[src/hw/rtl/gbn_pkg.sv]
`timescale 1ns / 1ps

package gbn_pkg;

  localparam int unsigned WINDOW_DEF        = 4;
  localparam int unsigned PENDING_DEPTH_DEF = 16;

  localparam int unsigned SEQ_W = 32;
  localparam int unsigned LEN_W = 12;
  localparam int unsigned RES_W = 4;
  localparam int unsigned NIB_COUNT = SEQ_W / 4;
  localparam int unsigned TBL_N = 128;

  localparam logic [1:0] ACT_SEND    = 2'd0;
  localparam logic [1:0] ACT_RECV    = 2'd1;
  localparam logic [1:0] ACT_TIMEOUT = 2'd2;

  localparam logic [1:0] KIND_DATA = 2'd0;
  localparam logic [1:0] KIND_ACK  = 2'd1;
  localparam logic [1:0] KIND_NAK  = 2'd2;

  typedef logic [RES_W-1:0] res_t;
  typedef res_t res_tbl_t [TBL_N];

  typedef enum logic [1:0] {
    OP_SEND,
    OP_RECV,
    OP_TIMEOUT
  } op_e;

  typedef struct packed {
    op_e               op;
    logic [1:0]        kind;
    logic [SEQ_W-1:0]  number;
    logic [SEQ_W-1:0]  handle;
    logic [LEN_W-1:0]  length;
    res_t              res;
  } cmd_t;

  typedef struct packed {
    logic [SEQ_W-1:0] handle;
    logic [LEN_W-1:0] length;
    res_t             res;
  } pend_t;

  typedef enum logic [2:0] {
    ST_IDLE,
    ST_DRAIN_RD,
    ST_DRAIN_EMIT,
    ST_RETX
  } bk_state_e;

endpackage

[src/hw/rtl/gbn_front.sv]
`timescale 1ns / 1ps

module gbn_front #(
  parameter int unsigned WINDOW = gbn_pkg::WINDOW_DEF
) (
  input  logic                       clk_i,
  input  logic                       rst_ni,
  input  logic                       in_valid_i,
  output logic                       in_stall_o,
  input  logic [1:0]                 action_i,
  input  logic [1:0]                 frame_kind_i,
  input  logic [gbn_pkg::SEQ_W-1:0]  seq_number_i,
  input  logic [gbn_pkg::SEQ_W-1:0]  ack_number_i,
  input  logic [gbn_pkg::SEQ_W-1:0]  frame_handle_i,
  input  logic [gbn_pkg::LEN_W-1:0]  frame_length_i,
  output logic                       q_push_o,
  output gbn_pkg::cmd_t              q_data_o,
  input  logic                       q_full_i
);

  function automatic gbn_pkg::res_tbl_t build_nib();
    gbn_pkg::res_tbl_t t;
    int unsigned       p;
    p = 1 % WINDOW;
    for (int j = 0; j < gbn_pkg::NIB_COUNT; j++) begin
      for (int n = 0; n < 16; n++) begin
        t[j*16+n] = gbn_pkg::res_t'((n * p) % WINDOW);
      end
      p = (p * 16) % WINDOW;
    end
    return t;
  endfunction

  function automatic gbn_pkg::res_tbl_t build_red();
    gbn_pkg::res_tbl_t t;
    for (int s = 0; s < gbn_pkg::TBL_N; s++) begin
      t[s] = gbn_pkg::res_t'(s % WINDOW);
    end
    return t;
  endfunction

  localparam gbn_pkg::res_tbl_t NIB_TBL = build_nib();
  localparam gbn_pkg::res_tbl_t RED_TBL = build_red();

  logic                       valid_q, valid_d;
  gbn_pkg::cmd_t              cmd_q, cmd_d;
  logic [gbn_pkg::SEQ_W-1:0]  operand;
  logic [6:0]                 res_sum;
  logic                       known;
  gbn_pkg::op_e               op;

  assign in_stall_o = valid_q && q_full_i;
  assign q_push_o   = valid_q && !q_full_i;
  assign q_data_o   = cmd_q;

  assign operand = (action_i == gbn_pkg::ACT_SEND) ? seq_number_i : ack_number_i;

  always_comb begin
    res_sum = '0;
    for (int j = 0; j < gbn_pkg::NIB_COUNT; j++) begin
      res_sum = res_sum + 7'(NIB_TBL[{3'(j), operand[j*4 +: 4]}]);
    end
  end

  always_comb begin
    known = 1'b1;
    op    = gbn_pkg::OP_SEND;
    case (action_i)
      gbn_pkg::ACT_SEND:    op = gbn_pkg::OP_SEND;
      gbn_pkg::ACT_RECV:    op = gbn_pkg::OP_RECV;
      gbn_pkg::ACT_TIMEOUT: op = gbn_pkg::OP_TIMEOUT;
      default:              known = 1'b0;
    endcase
  end

  always_comb begin
    valid_d = valid_q;
    cmd_d   = cmd_q;
    if (!in_stall_o) begin
      valid_d      = in_valid_i && known;
      cmd_d.op     = op;
      cmd_d.kind   = frame_kind_i;
      cmd_d.number = ack_number_i;
      cmd_d.handle = frame_handle_i;
      cmd_d.length = frame_length_i;
      cmd_d.res    = RED_TBL[res_sum];
    end
  end

  always_ff @(posedge clk_i or negedge rst_ni) begin
    if (!rst_ni) begin
      valid_q <= 1'b0;
    end else begin
      valid_q <= valid_d;
    end
  end

  always_ff @(posedge clk_i) begin
    cmd_q <= cmd_d;
  end

endmodule

[src/hw/rtl/gbn_queue.sv]
`timescale 1ns / 1ps

module gbn_queue (
  input  logic          clk_i,
  input  logic          rst_ni,
  input  logic          push_i,
  input  gbn_pkg::cmd_t data_i,
  output logic          full_o,
  output logic          valid_o,
  output gbn_pkg::cmd_t data_o,
  input  logic          pop_i
);

  gbn_pkg::cmd_t entry_q [2];
  logic          wr_ptr_q, wr_ptr_d;
  logic          rd_ptr_q, rd_ptr_d;
  logic [1:0]    cnt_q, cnt_d;
  logic          do_pop;

  assign full_o  = cnt_q == 2'd2;
  assign valid_o = cnt_q != 2'd0;
  assign data_o  = entry_q[rd_ptr_q];
  assign do_pop  = pop_i && valid_o;

  always_comb begin
    wr_ptr_d = push_i ? !wr_ptr_q : wr_ptr_q;
    rd_ptr_d = do_pop ? !rd_ptr_q : rd_ptr_q;
    cnt_d    = cnt_q + 2'(push_i) - 2'(do_pop);
  end

  always_ff @(posedge clk_i or negedge rst_ni) begin
    if (!rst_ni) begin
      wr_ptr_q <= 1'b0;
      rd_ptr_q <= 1'b0;
      cnt_q    <= 2'd0;
    end else begin
      wr_ptr_q <= wr_ptr_d;
      rd_ptr_q <= rd_ptr_d;
      cnt_q    <= cnt_d;
    end
  end

  always_ff @(posedge clk_i) begin
    if (push_i) begin
      entry_q[wr_ptr_q] <= data_i;
    end
  end

  a_no_overflow: assert property (@(posedge clk_i) disable iff (!rst_ni)
    full_o |-> !push_i)
    else $error("queue written while full");

  a_cnt_range: assert property (@(posedge clk_i) disable iff (!rst_ni)
    cnt_q != 2'd3)
    else $error("queue count out of range");

  a_pop_push_track: assert property (@(posedge clk_i) disable iff (!rst_ni)
    (push_i && !do_pop) |=> (cnt_q == $past(cnt_q) + 2'd1))
    else $error("queue count lost a transfer");

endmodule

[src/hw/rtl/gbn_back.sv]
`timescale 1ns / 1ps

module gbn_back #(
  parameter int unsigned WINDOW        = gbn_pkg::WINDOW_DEF,
  parameter int unsigned PENDING_DEPTH = gbn_pkg::PENDING_DEPTH_DEF
) (
  input  logic                       clk_i,
  input  logic                       rst_ni,
  input  logic                       q_valid_i,
  input  gbn_pkg::cmd_t              q_data_i,
  output logic                       q_pop_o,
  output logic                       out_valid_o,
  input  logic                       out_stall_i,
  output logic                       transmit_o,
  output logic [gbn_pkg::SEQ_W-1:0]  tx_handle_o,
  output logic [gbn_pkg::LEN_W-1:0]  tx_length_o,
  output logic [gbn_pkg::SEQ_W-1:0]  tx_seq_o,
  output logic                       error_o,
  output logic                       last_o
);

  localparam int unsigned SW   = (WINDOW > 1) ? $clog2(WINDOW) : 1;
  localparam int unsigned CW   = $clog2(WINDOW + 1);
  localparam int unsigned PW   = $clog2(PENDING_DEPTH);
  localparam int unsigned CNTW = $clog2(PENDING_DEPTH + 1);
  localparam int unsigned QW   = gbn_pkg::SEQ_W;
  localparam int unsigned LW   = gbn_pkg::LEN_W;

  gbn_pkg::bk_state_e state_q, state_d;

  logic [QW-1:0]   low_q, low_d;
  logic [QW-1:0]   high_q, high_d;
  logic [SW-1:0]   low_res_q, low_res_d;
  logic [CNTW-1:0] pend_cnt_q, pend_cnt_d;
  logic [PW-1:0]   head_q, head_d;
  logic [PW-1:0]   tail_q, tail_d;
  logic [CW-1:0]   rt_left_q, rt_left_d;
  logic [SW-1:0]   rt_slot_q, rt_slot_d;
  logic [QW-1:0]   rt_seq_q, rt_seq_d;

  logic [QW-1:0]   slot_handle_q [WINDOW];
  logic [LW-1:0]   slot_length_q [WINDOW];
  gbn_pkg::pend_t  pend_mem [PENDING_DEPTH];
  gbn_pkg::pend_t  pend_rd_q;

  logic            slot_we;
  logic [SW-1:0]   slot_widx;
  logic [QW-1:0]   slot_whandle;
  logic [LW-1:0]   slot_wlength;
  logic            pend_we;
  gbn_pkg::pend_t  pend_wdata;

  logic            out_valid_q, out_valid_d;
  logic            tx_q, tx_d;
  logic [QW-1:0]   handle_q, handle_d;
  logic [LW-1:0]   length_q, length_d;
  logic [QW-1:0]   seq_q, seq_d;
  logic            err_q, err_d;
  logic            last_q, last_d;
  logic            emit;

  gbn_pkg::cmd_t   cmd;
  logic [QW-1:0]   span;
  logic [QW-1:0]   off;
  logic            win_room;
  logic            in_win;
  logic            pend_full;
  logic            out_free;
  logic            needs_emit;
  logic            idle_act;
  logic            retx_go;
  logic [CW-1:0]   rt_cnt;
  logic            drain_go;
  logic            drain_last;

  assign cmd        = q_data_i;
  assign span       = high_q - low_q;
  assign off        = cmd.number - low_q;
  assign win_room   = span < QW'(WINDOW);
  assign in_win     = (off != '0) && (off <= span);
  assign pend_full  = pend_cnt_q == CNTW'(PENDING_DEPTH);
  assign out_free   = !out_valid_q || !out_stall_i;
  assign rt_cnt     = (span > QW'(WINDOW)) ? CW'(WINDOW) : span[CW-1:0];
  assign drain_go   = (pend_cnt_q != '0) && win_room;
  assign drain_last = (pend_cnt_q == CNTW'(1)) || ((span + QW'(1)) >= QW'(WINDOW));

  always_comb begin
    needs_emit = 1'b0;
    retx_go    = 1'b0;
    case (cmd.op)
      gbn_pkg::OP_SEND: needs_emit = win_room || pend_full;
      gbn_pkg::OP_RECV: begin
        needs_emit = !in_win;
        retx_go    = in_win && (cmd.kind == gbn_pkg::KIND_NAK) && (rt_cnt != '0);
      end
      gbn_pkg::OP_TIMEOUT: retx_go = rt_cnt != '0;
      default: needs_emit = 1'b0;
    endcase
  end

  assign idle_act = (state_q == gbn_pkg::ST_IDLE) && q_valid_i && (out_free || !needs_emit);
  assign q_pop_o  = idle_act;

  always_comb begin
    state_d = state_q;
    case (state_q)
      gbn_pkg::ST_IDLE: begin
        if (idle_act) begin
          if (cmd.op == gbn_pkg::OP_RECV && in_win && cmd.kind == gbn_pkg::KIND_ACK) begin
            state_d = gbn_pkg::ST_DRAIN_RD;
          end else if (retx_go) begin
            state_d = gbn_pkg::ST_RETX;
          end
        end
      end
      gbn_pkg::ST_DRAIN_RD: begin
        state_d = drain_go ? gbn_pkg::ST_DRAIN_EMIT : gbn_pkg::ST_IDLE;
      end
      gbn_pkg::ST_DRAIN_EMIT: begin
        if (out_free) begin
          state_d = drain_last ? gbn_pkg::ST_IDLE : gbn_pkg::ST_DRAIN_RD;
        end
      end
      gbn_pkg::ST_RETX: begin
        if (out_free && rt_left_q == CW'(1)) begin
          state_d = gbn_pkg::ST_IDLE;
        end
      end
      default: state_d = gbn_pkg::ST_IDLE;
    endcase
  end

  always_comb begin
    low_d        = low_q;
    high_d       = high_q;
    low_res_d    = low_res_q;
    pend_cnt_d   = pend_cnt_q;
    head_d       = head_q;
    tail_d       = tail_q;
    rt_left_d    = rt_left_q;
    rt_slot_d    = rt_slot_q;
    rt_seq_d     = rt_seq_q;
    slot_we      = 1'b0;
    slot_widx    = cmd.res[SW-1:0];
    slot_whandle = cmd.handle;
    slot_wlength = cmd.length;
    pend_we      = 1'b0;
    pend_wdata   = '{handle: cmd.handle, length: cmd.length, res: cmd.res};
    emit         = 1'b0;
    tx_d         = 1'b0;
    handle_d     = '0;
    length_d     = '0;
    seq_d        = '0;
    err_d        = 1'b0;
    last_d       = 1'b1;
    case (state_q)
      gbn_pkg::ST_IDLE: begin
        if (idle_act) begin
          case (cmd.op)
            gbn_pkg::OP_SEND: begin
              if (win_room) begin
                slot_we  = 1'b1;
                high_d   = high_q + QW'(1);
                emit     = 1'b1;
                tx_d     = 1'b1;
                handle_d = cmd.handle;
                length_d = cmd.length;
                seq_d    = high_q + QW'(1);
              end else if (pend_full) begin
                emit  = 1'b1;
                err_d = 1'b1;
              end else begin
                pend_we    = 1'b1;
                pend_cnt_d = pend_cnt_q + CNTW'(1);
                tail_d     = (tail_q == PW'(PENDING_DEPTH - 1)) ? '0 : tail_q + PW'(1);
              end
            end
            gbn_pkg::OP_RECV: begin
              if (!in_win) begin
                emit  = 1'b1;
                err_d = 1'b1;
              end else if (cmd.kind == gbn_pkg::KIND_ACK) begin
                low_d     = cmd.number;
                low_res_d = cmd.res[SW-1:0];
              end
            end
            default: ;
          endcase
          if (retx_go) begin
            rt_left_d = rt_cnt;
            rt_slot_d = (low_res_q == SW'(WINDOW - 1)) ? '0 : low_res_q + SW'(1);
            rt_seq_d  = low_q + QW'(1);
          end
        end
      end
      gbn_pkg::ST_DRAIN_EMIT: begin
        if (out_free) begin
          slot_we      = 1'b1;
          slot_widx    = pend_rd_q.res[SW-1:0];
          slot_whandle = pend_rd_q.handle;
          slot_wlength = pend_rd_q.length;
          high_d       = high_q + QW'(1);
          pend_cnt_d   = pend_cnt_q - CNTW'(1);
          head_d       = (head_q == PW'(PENDING_DEPTH - 1)) ? '0 : head_q + PW'(1);
          emit         = 1'b1;
          tx_d         = 1'b1;
          handle_d     = pend_rd_q.handle;
          length_d     = pend_rd_q.length;
          seq_d        = high_q + QW'(1);
          last_d       = drain_last;
        end
      end
      gbn_pkg::ST_RETX: begin
        if (out_free) begin
          emit      = 1'b1;
          tx_d      = 1'b1;
          handle_d  = slot_handle_q[rt_slot_q];
          length_d  = slot_length_q[rt_slot_q];
          seq_d     = rt_seq_q;
          last_d    = rt_left_q == CW'(1);
          rt_left_d = rt_left_q - CW'(1);
          rt_slot_d = (rt_slot_q == SW'(WINDOW - 1)) ? '0 : rt_slot_q + SW'(1);
          rt_seq_d  = rt_seq_q + QW'(1);
        end
      end
      default: ;
    endcase
  end

  assign out_valid_d = emit || (out_valid_q && out_stall_i);

  always_ff @(posedge clk_i or negedge rst_ni) begin
    if (!rst_ni) begin
      state_q     <= gbn_pkg::ST_IDLE;
      low_q       <= '0;
      high_q      <= '0;
      low_res_q   <= '0;
      pend_cnt_q  <= '0;
      head_q      <= '0;
      tail_q      <= '0;
      rt_left_q   <= '0;
      rt_slot_q   <= '0;
      rt_seq_q    <= '0;
      out_valid_q <= 1'b0;
    end else begin
      state_q     <= state_d;
      low_q       <= low_d;
      high_q      <= high_d;
      low_res_q   <= low_res_d;
      pend_cnt_q  <= pend_cnt_d;
      head_q      <= head_d;
      tail_q      <= tail_d;
      rt_left_q   <= rt_left_d;
      rt_slot_q   <= rt_slot_d;
      rt_seq_q    <= rt_seq_d;
      out_valid_q <= out_valid_d;
    end
  end

  always_ff @(posedge clk_i) begin
    if (emit) begin
      tx_q     <= tx_d;
      handle_q <= handle_d;
      length_q <= length_d;
      seq_q    <= seq_d;
      err_q    <= err_d;
      last_q   <= last_d;
    end
    if (slot_we) begin
      slot_handle_q[slot_widx] <= slot_whandle;
      slot_length_q[slot_widx] <= slot_wlength;
    end
  end

  always_ff @(posedge clk_i) begin
    if (pend_we) begin
      pend_mem[tail_q] <= pend_wdata;
    end
    pend_rd_q <= pend_mem[head_q];
  end

  assign out_valid_o = out_valid_q;
  assign transmit_o  = tx_q;
  assign tx_handle_o = handle_q;
  assign tx_length_o = length_q;
  assign tx_seq_o    = seq_q;
  assign error_o     = err_q;
  assign last_o      = last_q;

  a_pend_bound: assert property (@(posedge clk_i) disable iff (!rst_ni)
    pend_cnt_q <= CNTW'(PENDING_DEPTH))
    else $error("pending count above depth");

  a_window_bound: assert property (@(posedge clk_i) disable iff (!rst_ni)
    (high_q - low_q) <= QW'(WINDOW))
    else $error("outstanding frames above window");

  a_empty_ptrs: assert property (@(posedge clk_i) disable iff (!rst_ni)
    (pend_cnt_q == '0) |-> (head_q == tail_q))
    else $error("pending pointers disagree on empty queue");

  a_retx_left: assert property (@(posedge clk_i) disable iff (!rst_ni)
    (state_q == gbn_pkg::ST_RETX) |-> (rt_left_q != '0))
    else $error("retransmission with nothing left");

  a_emit_free: assert property (@(posedge clk_i) disable iff (!rst_ni)
    (out_valid_q && out_stall_i) |-> !emit)
    else $error("result overwritten while stalled");

endmodule

[src/hw/rtl/go_back_n_arq_sender.sv]
`timescale 1ns / 1ps

// Go-back-N sender window.
// Input channel (in_valid_i / in_stall_o): one request per transfer; action
// selects send request, received frame or timeout. Output channel
// (out_valid_o / out_stall_i): one result per transmission or error, with
// last_o set on the final result of a request. Requests that cause no result
// produce nothing on the output.
// A request passes a register stage that decodes it and reduces the sequence
// or ack number modulo WINDOW, then a two-entry queue, then the window
// sequencer. A send, a queued send or an error is handled in the idle state
// alone; a nak or timeout then stays in RETX while it resends its frames
// (up to WINDOW), and an ack alternates DRAIN_RD and DRAIN_EMIT for each
// drained frame, or visits DRAIN_RD alone when none drains; each drained
// frame pays one registered read of the pending memory. The front accepts
// one request a cycle until the queue fills. Reset empties the window, the
// pending queue and the output register; the block accepts requests as
// soon as reset is released. A stalled output holds its result and the
// sequencer waits on requests that produce a result; requests keep
// entering until the queue and the front register are full, then
// in_stall_o rises.

module go_back_n_arq_sender #(
  parameter int unsigned WINDOW        = gbn_pkg::WINDOW_DEF,
  parameter int unsigned PENDING_DEPTH = gbn_pkg::PENDING_DEPTH_DEF
) (
  input  logic                       clk_i,
  input  logic                       rst_ni,
  input  logic                       in_valid_i,
  output logic                       in_stall_o,
  input  logic [1:0]                 action_i,
  input  logic [1:0]                 frame_kind_i,
  input  logic [gbn_pkg::SEQ_W-1:0]  seq_number_i,
  input  logic [gbn_pkg::SEQ_W-1:0]  ack_number_i,
  input  logic [gbn_pkg::SEQ_W-1:0]  frame_handle_i,
  input  logic [gbn_pkg::LEN_W-1:0]  frame_length_i,
  output logic                       out_valid_o,
  input  logic                       out_stall_i,
  output logic                       transmit_o,
  output logic [gbn_pkg::SEQ_W-1:0]  tx_handle_o,
  output logic [gbn_pkg::LEN_W-1:0]  tx_length_o,
  output logic [gbn_pkg::SEQ_W-1:0]  tx_seq_o,
  output logic                       error_o,
  output logic                       last_o
);

  logic          push;
  gbn_pkg::cmd_t push_data;
  logic          q_full;
  logic          q_valid;
  gbn_pkg::cmd_t q_data;
  logic          q_pop;

  gbn_front #(
    .WINDOW (WINDOW)
  ) u_front (
    .clk_i          (clk_i),
    .rst_ni         (rst_ni),
    .in_valid_i     (in_valid_i),
    .in_stall_o     (in_stall_o),
    .action_i       (action_i),
    .frame_kind_i   (frame_kind_i),
    .seq_number_i   (seq_number_i),
    .ack_number_i   (ack_number_i),
    .frame_handle_i (frame_handle_i),
    .frame_length_i (frame_length_i),
    .q_push_o       (push),
    .q_data_o       (push_data),
    .q_full_i       (q_full)
  );

  gbn_queue u_queue (
    .clk_i   (clk_i),
    .rst_ni  (rst_ni),
    .push_i  (push),
    .data_i  (push_data),
    .full_o  (q_full),
    .valid_o (q_valid),
    .data_o  (q_data),
    .pop_i   (q_pop)
  );

  gbn_back #(
    .WINDOW        (WINDOW),
    .PENDING_DEPTH (PENDING_DEPTH)
  ) u_back (
    .clk_i       (clk_i),
    .rst_ni      (rst_ni),
    .q_valid_i   (q_valid),
    .q_data_i    (q_data),
    .q_pop_o     (q_pop),
    .out_valid_o (out_valid_o),
    .out_stall_i (out_stall_i),
    .transmit_o  (transmit_o),
    .tx_handle_o (tx_handle_o),
    .tx_length_o (tx_length_o),
    .tx_seq_o    (tx_seq_o),
    .error_o     (error_o),
    .last_o      (last_o)
  );

endmodule
[config.mk]
export PLATFORM = sky130hd
export DESIGN_NAME = go_back_n_arq_sender
export DESIGN_NICKNAME = d
export VERILOG_FILES = /design/src/hw/rtl/gbn_pkg.sv /design/src/hw/rtl/gbn_front.sv /design/src/hw/rtl/gbn_queue.sv /design/src/hw/rtl/gbn_back.sv /design/src/hw/rtl/go_back_n_arq_sender.sv
export SDC_FILE = /design/constraint.sdc
export NUM_CORES = 2
export LEC_CHECK = 0
export ABC_AREA = 1
export ABC_CLOCK_PERIOD_IN_PS = 8800
export BUFFER_PORTS_ARGS = -buffer_cell sky130_fd_sc_hd__buf_2
export CAP_MARGIN = 0
export CORE_MARGIN = 2
export CORE_UTILIZATION = 55
export DETAILED_ROUTE_END_ITERATION = 7
export GPL_TIMING_DRIVEN = 0
export HOLD_SLACK_MARGIN = 0.06
export PLACE_DENSITY = 0.76
export SYNTH_ARGS = -nofsm -noshare
export SYNTH_HDL_FRONTEND = slang
export SYNTH_SLANG_ARGS = --single-unit
[constraint.sdc]
create_clock -name clk_i -period 8.8 [get_ports clk_i]
set_input_delay 1.32 -clock clk_i [delete_from_list [all_inputs] [get_ports clk_i]]
set_output_delay 1.32 -clock clk_i [all_outputs]
set_load 0.05 [all_outputs]
# Word-level counts from Yosys, hierarchy flattened
# Memories as Yosys holds them, arrays and structs flattened. A register that Yosys moved wholly into a read port is not among the register bits.
# Index checks and enable logic that the tools add are counted.
classes:
  n_addsub: 22
  magnitude_cmp: 12
  eq_ne: 27
  n_mux: 109
  bitwise_logic: 11
  reduce_logical: 46
ops:
  columns: ["operator", "n"]
  rows:
  - ["$mux 32", 20]
  - ["$pmux 32 s3", 2]
  - ["$add 32x1->32 const B", 4]
  - ["$pmux 32 s2", 2]
  - ["$mux 12", 7]
  - ["$mux 4", 18]
  - ["$ge 8x8->1 const B", 8]
  - ["$sub 32x32->32", 2]
  - ["$add 7x4->7", 6]
  - ["$not 7->8", 5]
  - ["$pmux 12 s3", 1]
  - ["$ge 32x3->1 const B", 1]
  - ["$gt 32x3->1 const B", 1]
  - ["$le 32x32->1", 1]
  - ["$lt 32x3->1 const B", 1]
  - ["$reduce_bool 32->1", 1]
  - ["$mux 3", 9]
  - ["$mux 5", 5]
  - ["$mux 1", 24]
  - ["$mux 2", 8]
  - ["$not 6->8", 2]
  - ["$pmux 1 s2", 8]
  - ["$reduce_and 5->1", 3]
  - ["$logic_and 1x1->1", 14]
  - ["37 further kinds", 74]
totals:
  reg_bits: 284
  ram_bits: 1112
  mem_bits_ro: 4608
  in_bits: 116
  output_inout_bits: 81
  mem_count: 13
mem_list:
  columns: ["name", "depth", "word_bits", "read_ports", "rd_ports_with_merged_regs", "write_ports", "line", "text"]
  rows:
  - ["u_back.pend_mem", 16, 48, 1, 1, 1, "gbn_back.sv:43", "gbn_pkg::pend_t pend_mem [PENDING_DEPTH];"]
  - ["(name not given)", 128, 4, 1, 0, 0, "gbn_front.sv:61", "res_sum = res_sum + 7'(NIB_TBL[{3'(j), operand[j*4 +: 4]}]);"]
  - ["(name not given)", 128, 4, 1, 0, 0, "gbn_front.sv:61", null]
  - ["(name not given)", 128, 4, 1, 0, 0, "gbn_front.sv:61", null]
  - ["(name not given)", 128, 4, 1, 0, 0, "gbn_front.sv:61", null]
  - ["(name not given)", 128, 4, 1, 0, 0, "gbn_front.sv:61", null]
  - ["7 more memories", null, null, null, null, null, null, null]

# Logic depth before layout (Yosys ltp)
depth:
  depth_word: 14
  depth_mapped: 39
  mapped_depth_nobuf: 37

# Hierarchy
# From an unflattened synthesis, not the netlist that was laid out.
hier_totals:
  hier_cells: 5640
  hier_area_um2: 61550.3
modules_own_cells:
  columns: ["module", "n_inst", "cells_each", "area_per_inst_um2"]
  rows:
  - ["gbn_back", 1, 5067, 52616.7]
  - ["gbn_queue", 1, 469, 6354.8]
  - ["gbn_front", 1, 104, 2578.7]

# Least setup slack after synthesis
# OpenSTA, ideal clock, no wires.
synth_timing:
  path_kind: "reg-to-reg"
  startpoint: "register u_queue.rd_ptr_q"
  endpoint: "memory u_back.pend_mem[0][0] (netlist bit) (enable)"
  setup_ps: 450
  arrival_ps: 6236
  slack_ps: 2114
  path_stages_with_launch: 36
  n_path_buf: 4
  period_less_slack_ps: 6686
  cell_sequence: "dfrtp_1 clkbuf_1 clkbuf_1 clkbuf_1 nand2_1 nand2_1 ha_1 nand2_1 nand2_1 inv_1 nand2_1 nand2_1 nand2_1 nand2_1 nand2_1 nand2_1 nand3b_1 nand2_1 inv_1 ha_1 nand2_1 inv_1 nand3_1 nor4_1 and3_1 nand3_1 nand2_1 nand2_1 nand2_1 nand2_2 a21boi_2 nand2_1 inv_1 buf_2 nand2_1 nor2_1"
synth_rtl:
  columns: ["element", "line", "text"]
  rows:
  - ["from (decl)", "gbn_queue.sv:16", "logic rd_ptr_q, rd_ptr_d;"]
  - ["from (signal assigned)", "gbn_queue.sv:38", "rd_ptr_q <= rd_ptr_d;"]
  - ["to (decl)", "gbn_back.sv:43", null]

==> impl_metrics.py <==
metrics = {
    "run_status": {
        "status": "complete, no violations",
    },
    "placement": {
        "dp.final_hpwl_um": 123000,
        "port_buffers": 166,
        "placed_area_um2": 66000,
        "routabilityCongestion": 0.948,
        "place_ws_ns": 0.511,
    },
    "min_path": {
        "hold_path_class": "register to register",
        "min_from": "u_front.q_data_o[37]",
    },
    "synth": {
        "yosys-top-cells-area": "edfxtp_1 59%, nand2_1 8.0%, dfrtp_1 5.0%",
        "synth_flop_cell": "edfxtp_1",
        "ys_top_cells_by_count": "1327 x nand2_1, 1237 x edfxtp_1, 766 x nor2_1",
        "synthesis.area_um2": 62600,
        "seq_area_frac_synth": 0.658,
        "syn_nets": 6043,
        "post-synth-top-count-cell": "nand2_1",
        "syn_avg_cell_area_um2": 10.8,
        "synth_top_cell_by_area": "edfxtp_1",
        "synth_cell_types": 54,
        "synth-edff-count": 1237,
        "synth_cells": 5812,
        "synth_warnings": 0,
        "synth_top_area_frac": 0.594,
        "synth-seq-cells": 1407,
        "synthArstFlopShare": 0.0881,
    },
    "critical_path": {
        "required_ns": 9.25,
        "critPathCaptureType": "register",
        "rr_endpoint": "u_back.pend_mem[13][11]",
        "ff2ff_setup_slack_ns": 0.51,
        "critPathLaunchType": "register",
        "arrival_ns": 8.74,
        "crit_path_max_fanout": 26,
        "startpoint": "u_queue.rd_ptr_q",
        "setup.worst_path.class": "register to register",
        "slowest_stage": "nor2_4",
        "crit_top_cell": "nand2_1",
        "reg2reg_from": "u_queue.rd_ptr_q",
        "slowest_delay_ns": 0.80,
        "critical_path.endpoint": "u_back.pend_mem[13][11]",
        "reg2reg_depth": 36,
    },
    "finish": {
        "synthToLayoutAreaGrowth_pct": 13.1,
        "design_area_um2": 70700,
        "finalNetCount": 6381,
        "drive_gt1_frac": 0.0921,
    },
    "pwr": {
        "switching_share": 0.421,
        "p_seq_frac": 0.364,
        "p_int_mw": 15.5,
        "ir_drop_uv": 228,
        "pwr_density_cell_nw_per_um2": 378,
        "p_clk_frac": 0.226,
        "p_switching_mw": 11.3,
        "p_leak_nw": 27.6,
        "p_comb_frac": 0.410,
        "power_mw": 26.7,
    },
    "cts": {
        "cts_made_buffers": 143,
        "cts_hold_buf": 0,
        "clk_pin_slew_ns": 0.06,
        "post_cts_buffers": 0,
        "cts_root_buf": "clkbuf_16",
        "clock_latency_ns": 0.77,
        "cts_buffer_depth": 3,
        "post_cts_resized": 0,
        "clkSinkCount": 1407,
        "htree_levels": 4,
        "cts_tree": "done",
    },
    "grt": {
        "grt_usage": 0.291,
        "grt_max_degree": 74,
        "grt_pass1_wl_um": 253000,
        "antenna_found_initial": 5,
        "grt_pass1_vias": 42300,
        "overflow": 0,
    },
    "floorplanning": {
        "die_x_um": 341,
        "die_h_um": 341,
        "rows": 123,
        "start_util": 0.555,
        "io_pins": 197,
        "dieArea_um2": 116000,
        "core_area_um2": 113000,
    },
    "timing": {
        "clock.fmax_mhz": 121,
        "slew_violations": 0,
        "worstMarginPinSlew_ns": 1.38,
        "hold_viol_final": 0,
        "layout_worst_path_cycle_share": 0.943,
        "fin_setup_tns_ns": 0,
        "clock_skew_ns": 0.0499,
        "max_slew_margin": 0.0767,
        "period_needed_ns": 8.29,
        "setup_ws_ns": 0.506,
        "rsz0062_at_grt": "yes",
        "setup_viol": 0,
        "holdWs_ns": 0.430,
    },
    "job": {
        "cap_violations": 0,
    },
    "detailed_routing": {
        "wire_per_inst_um": 22.0,
        "antenna_left": 0,
        "drc": 0,
        "drt_iter0_drc": 6296,
        "drt-total-wl_um": 171000,
        "vias_per_cell": 5.80,
        "dr.pass1.iters": 6,
        "vias": 45100,
    },
}
[state kept, by name (all words and copies together), names as in the netlist, 3 cells and up]
name and cells:
u_back.tail_q 4, u_back.slot_length_q 48, u_back.pend_rd_q 46, u_back.rt_left_q 3, u_back.pend_mem 736, u_back.tx_length_o 12
u_back.tx_seq_o 32, u_front.q_data_o 82, u_back.low_q 32, u_back.tx_handle_o 32, u_queue.entry_q 164, u_back.high_q 32
u_back.rt_seq_q 32, u_back.head_q 4, u_back.slot_handle_q 128, u_back.pend_cnt_q 5
[kinds of logic (layout without fill, tap and decap cells)]
| family | count (synthesis) | count (layout) | synth area share |
|---|---|---|---|
| AO/OA/AOI/OAI | 860 | 860 | 0.0853 |
| XOR/XNOR | 66 | 66 | 0.00924 |
| adder cells (fa/ha/maj) | 115 | 115 | 0.0232 |
| buffers and inverters | 772 | 1227 | 0.0479 |
| flip-flops | 1407 | 1407 | 0.658 |
| multiplexers | 79 | 79 | 0.0127 |
| other | 0 | 2 | 0 |
| AND/OR/NAND/NOR | 2513 | 2513 | 0.164 |
[worst min path at each step]
stage / depth (start not counted) / slack, ns / endpoint
floorplan: 0 / 0.42 / u_queue.entry_q[0][0]
global placement: 0 / 0.42 / u_queue.entry_q[0][72]
detailed placement: 0 / 0.43 / u_queue.entry_q[1][33]
CTS: 0 / 0.43 / u_queue.entry_q[1][37]
global route: 0 / 0.45 / u_queue.entry_q[1][26]
finish: 0 / 0.43 / u_queue.entry_q[1][37]
[layout make-up]
type | instances | area (um2)
plain buffers | 232 | 967
flip-flops and latches | 1407 | 41200
repair buffers | 193 | 1390
fillers | 8654 | 41900
clock buffers | 178 | 3840
multi-input cells | 3633 | 18600
clock inverters | 84 | 883
diodes | 2 | 5.00
well taps | 1500 | 1880
inverters | 540 | 2030
[layout by cell type (no fill, tap or decap), types with 77 or more instances in the layout]
master / instances
nand3_1: 222
nor2_1: 744
o21ai_0: 438
ha_1: 113
clkbuf_1: 212
buf_2: 181
nand2_1: 1326
o32ai_1: 110
mux2i_1: 77
clkbuf_16: 144
dfrtp_1: 124
inv_1: 521
edfxtp_1: 1237
[critical path, delay by kind of cell (launching register included)]
family	cells	cell delay, ns
AND/OR/NAND/NOR	24	4.01
buffers and inverters	9	2.48
adder cells (fa/ha/maj)	2	0.65
AO/OA/AOI/OAI	1	0.39
flip-flops	1	0.38
[routing by layer]
metal  global-route usage  vias up  wire length [um]
li1                     -    20800                 -
met1                0.426    21500             70900
met2                0.437     2453             75200
met3               0.0613      329             19700
met4               0.0915        4              4980
met5                    0        -                27
[metrics by stage]
stage           util  cells
3_5_place_dp   0.586   7505
5_1_grt        0.628   7767
4_1_cts        0.628   7767
6_report       0.628   7769
2_1_floorplan      -   5812
3_3_place_gp   0.579   7478
[power by group through the flow]
stage	Sequential, mW	Combinational, mW	Clock (mW)
5_1_grt	9.82	11.9	6.35
4_1_cts	9.72	10.7	6.08
6_report	9.74	11.0	6.04
3_3_place_gp	9.93	10.2	0
3_5_place_dp	9.85	10.6	0
2_1_floorplan	10.4	6.24	0
Note: power is estimated with default switching activity, not from simulation.
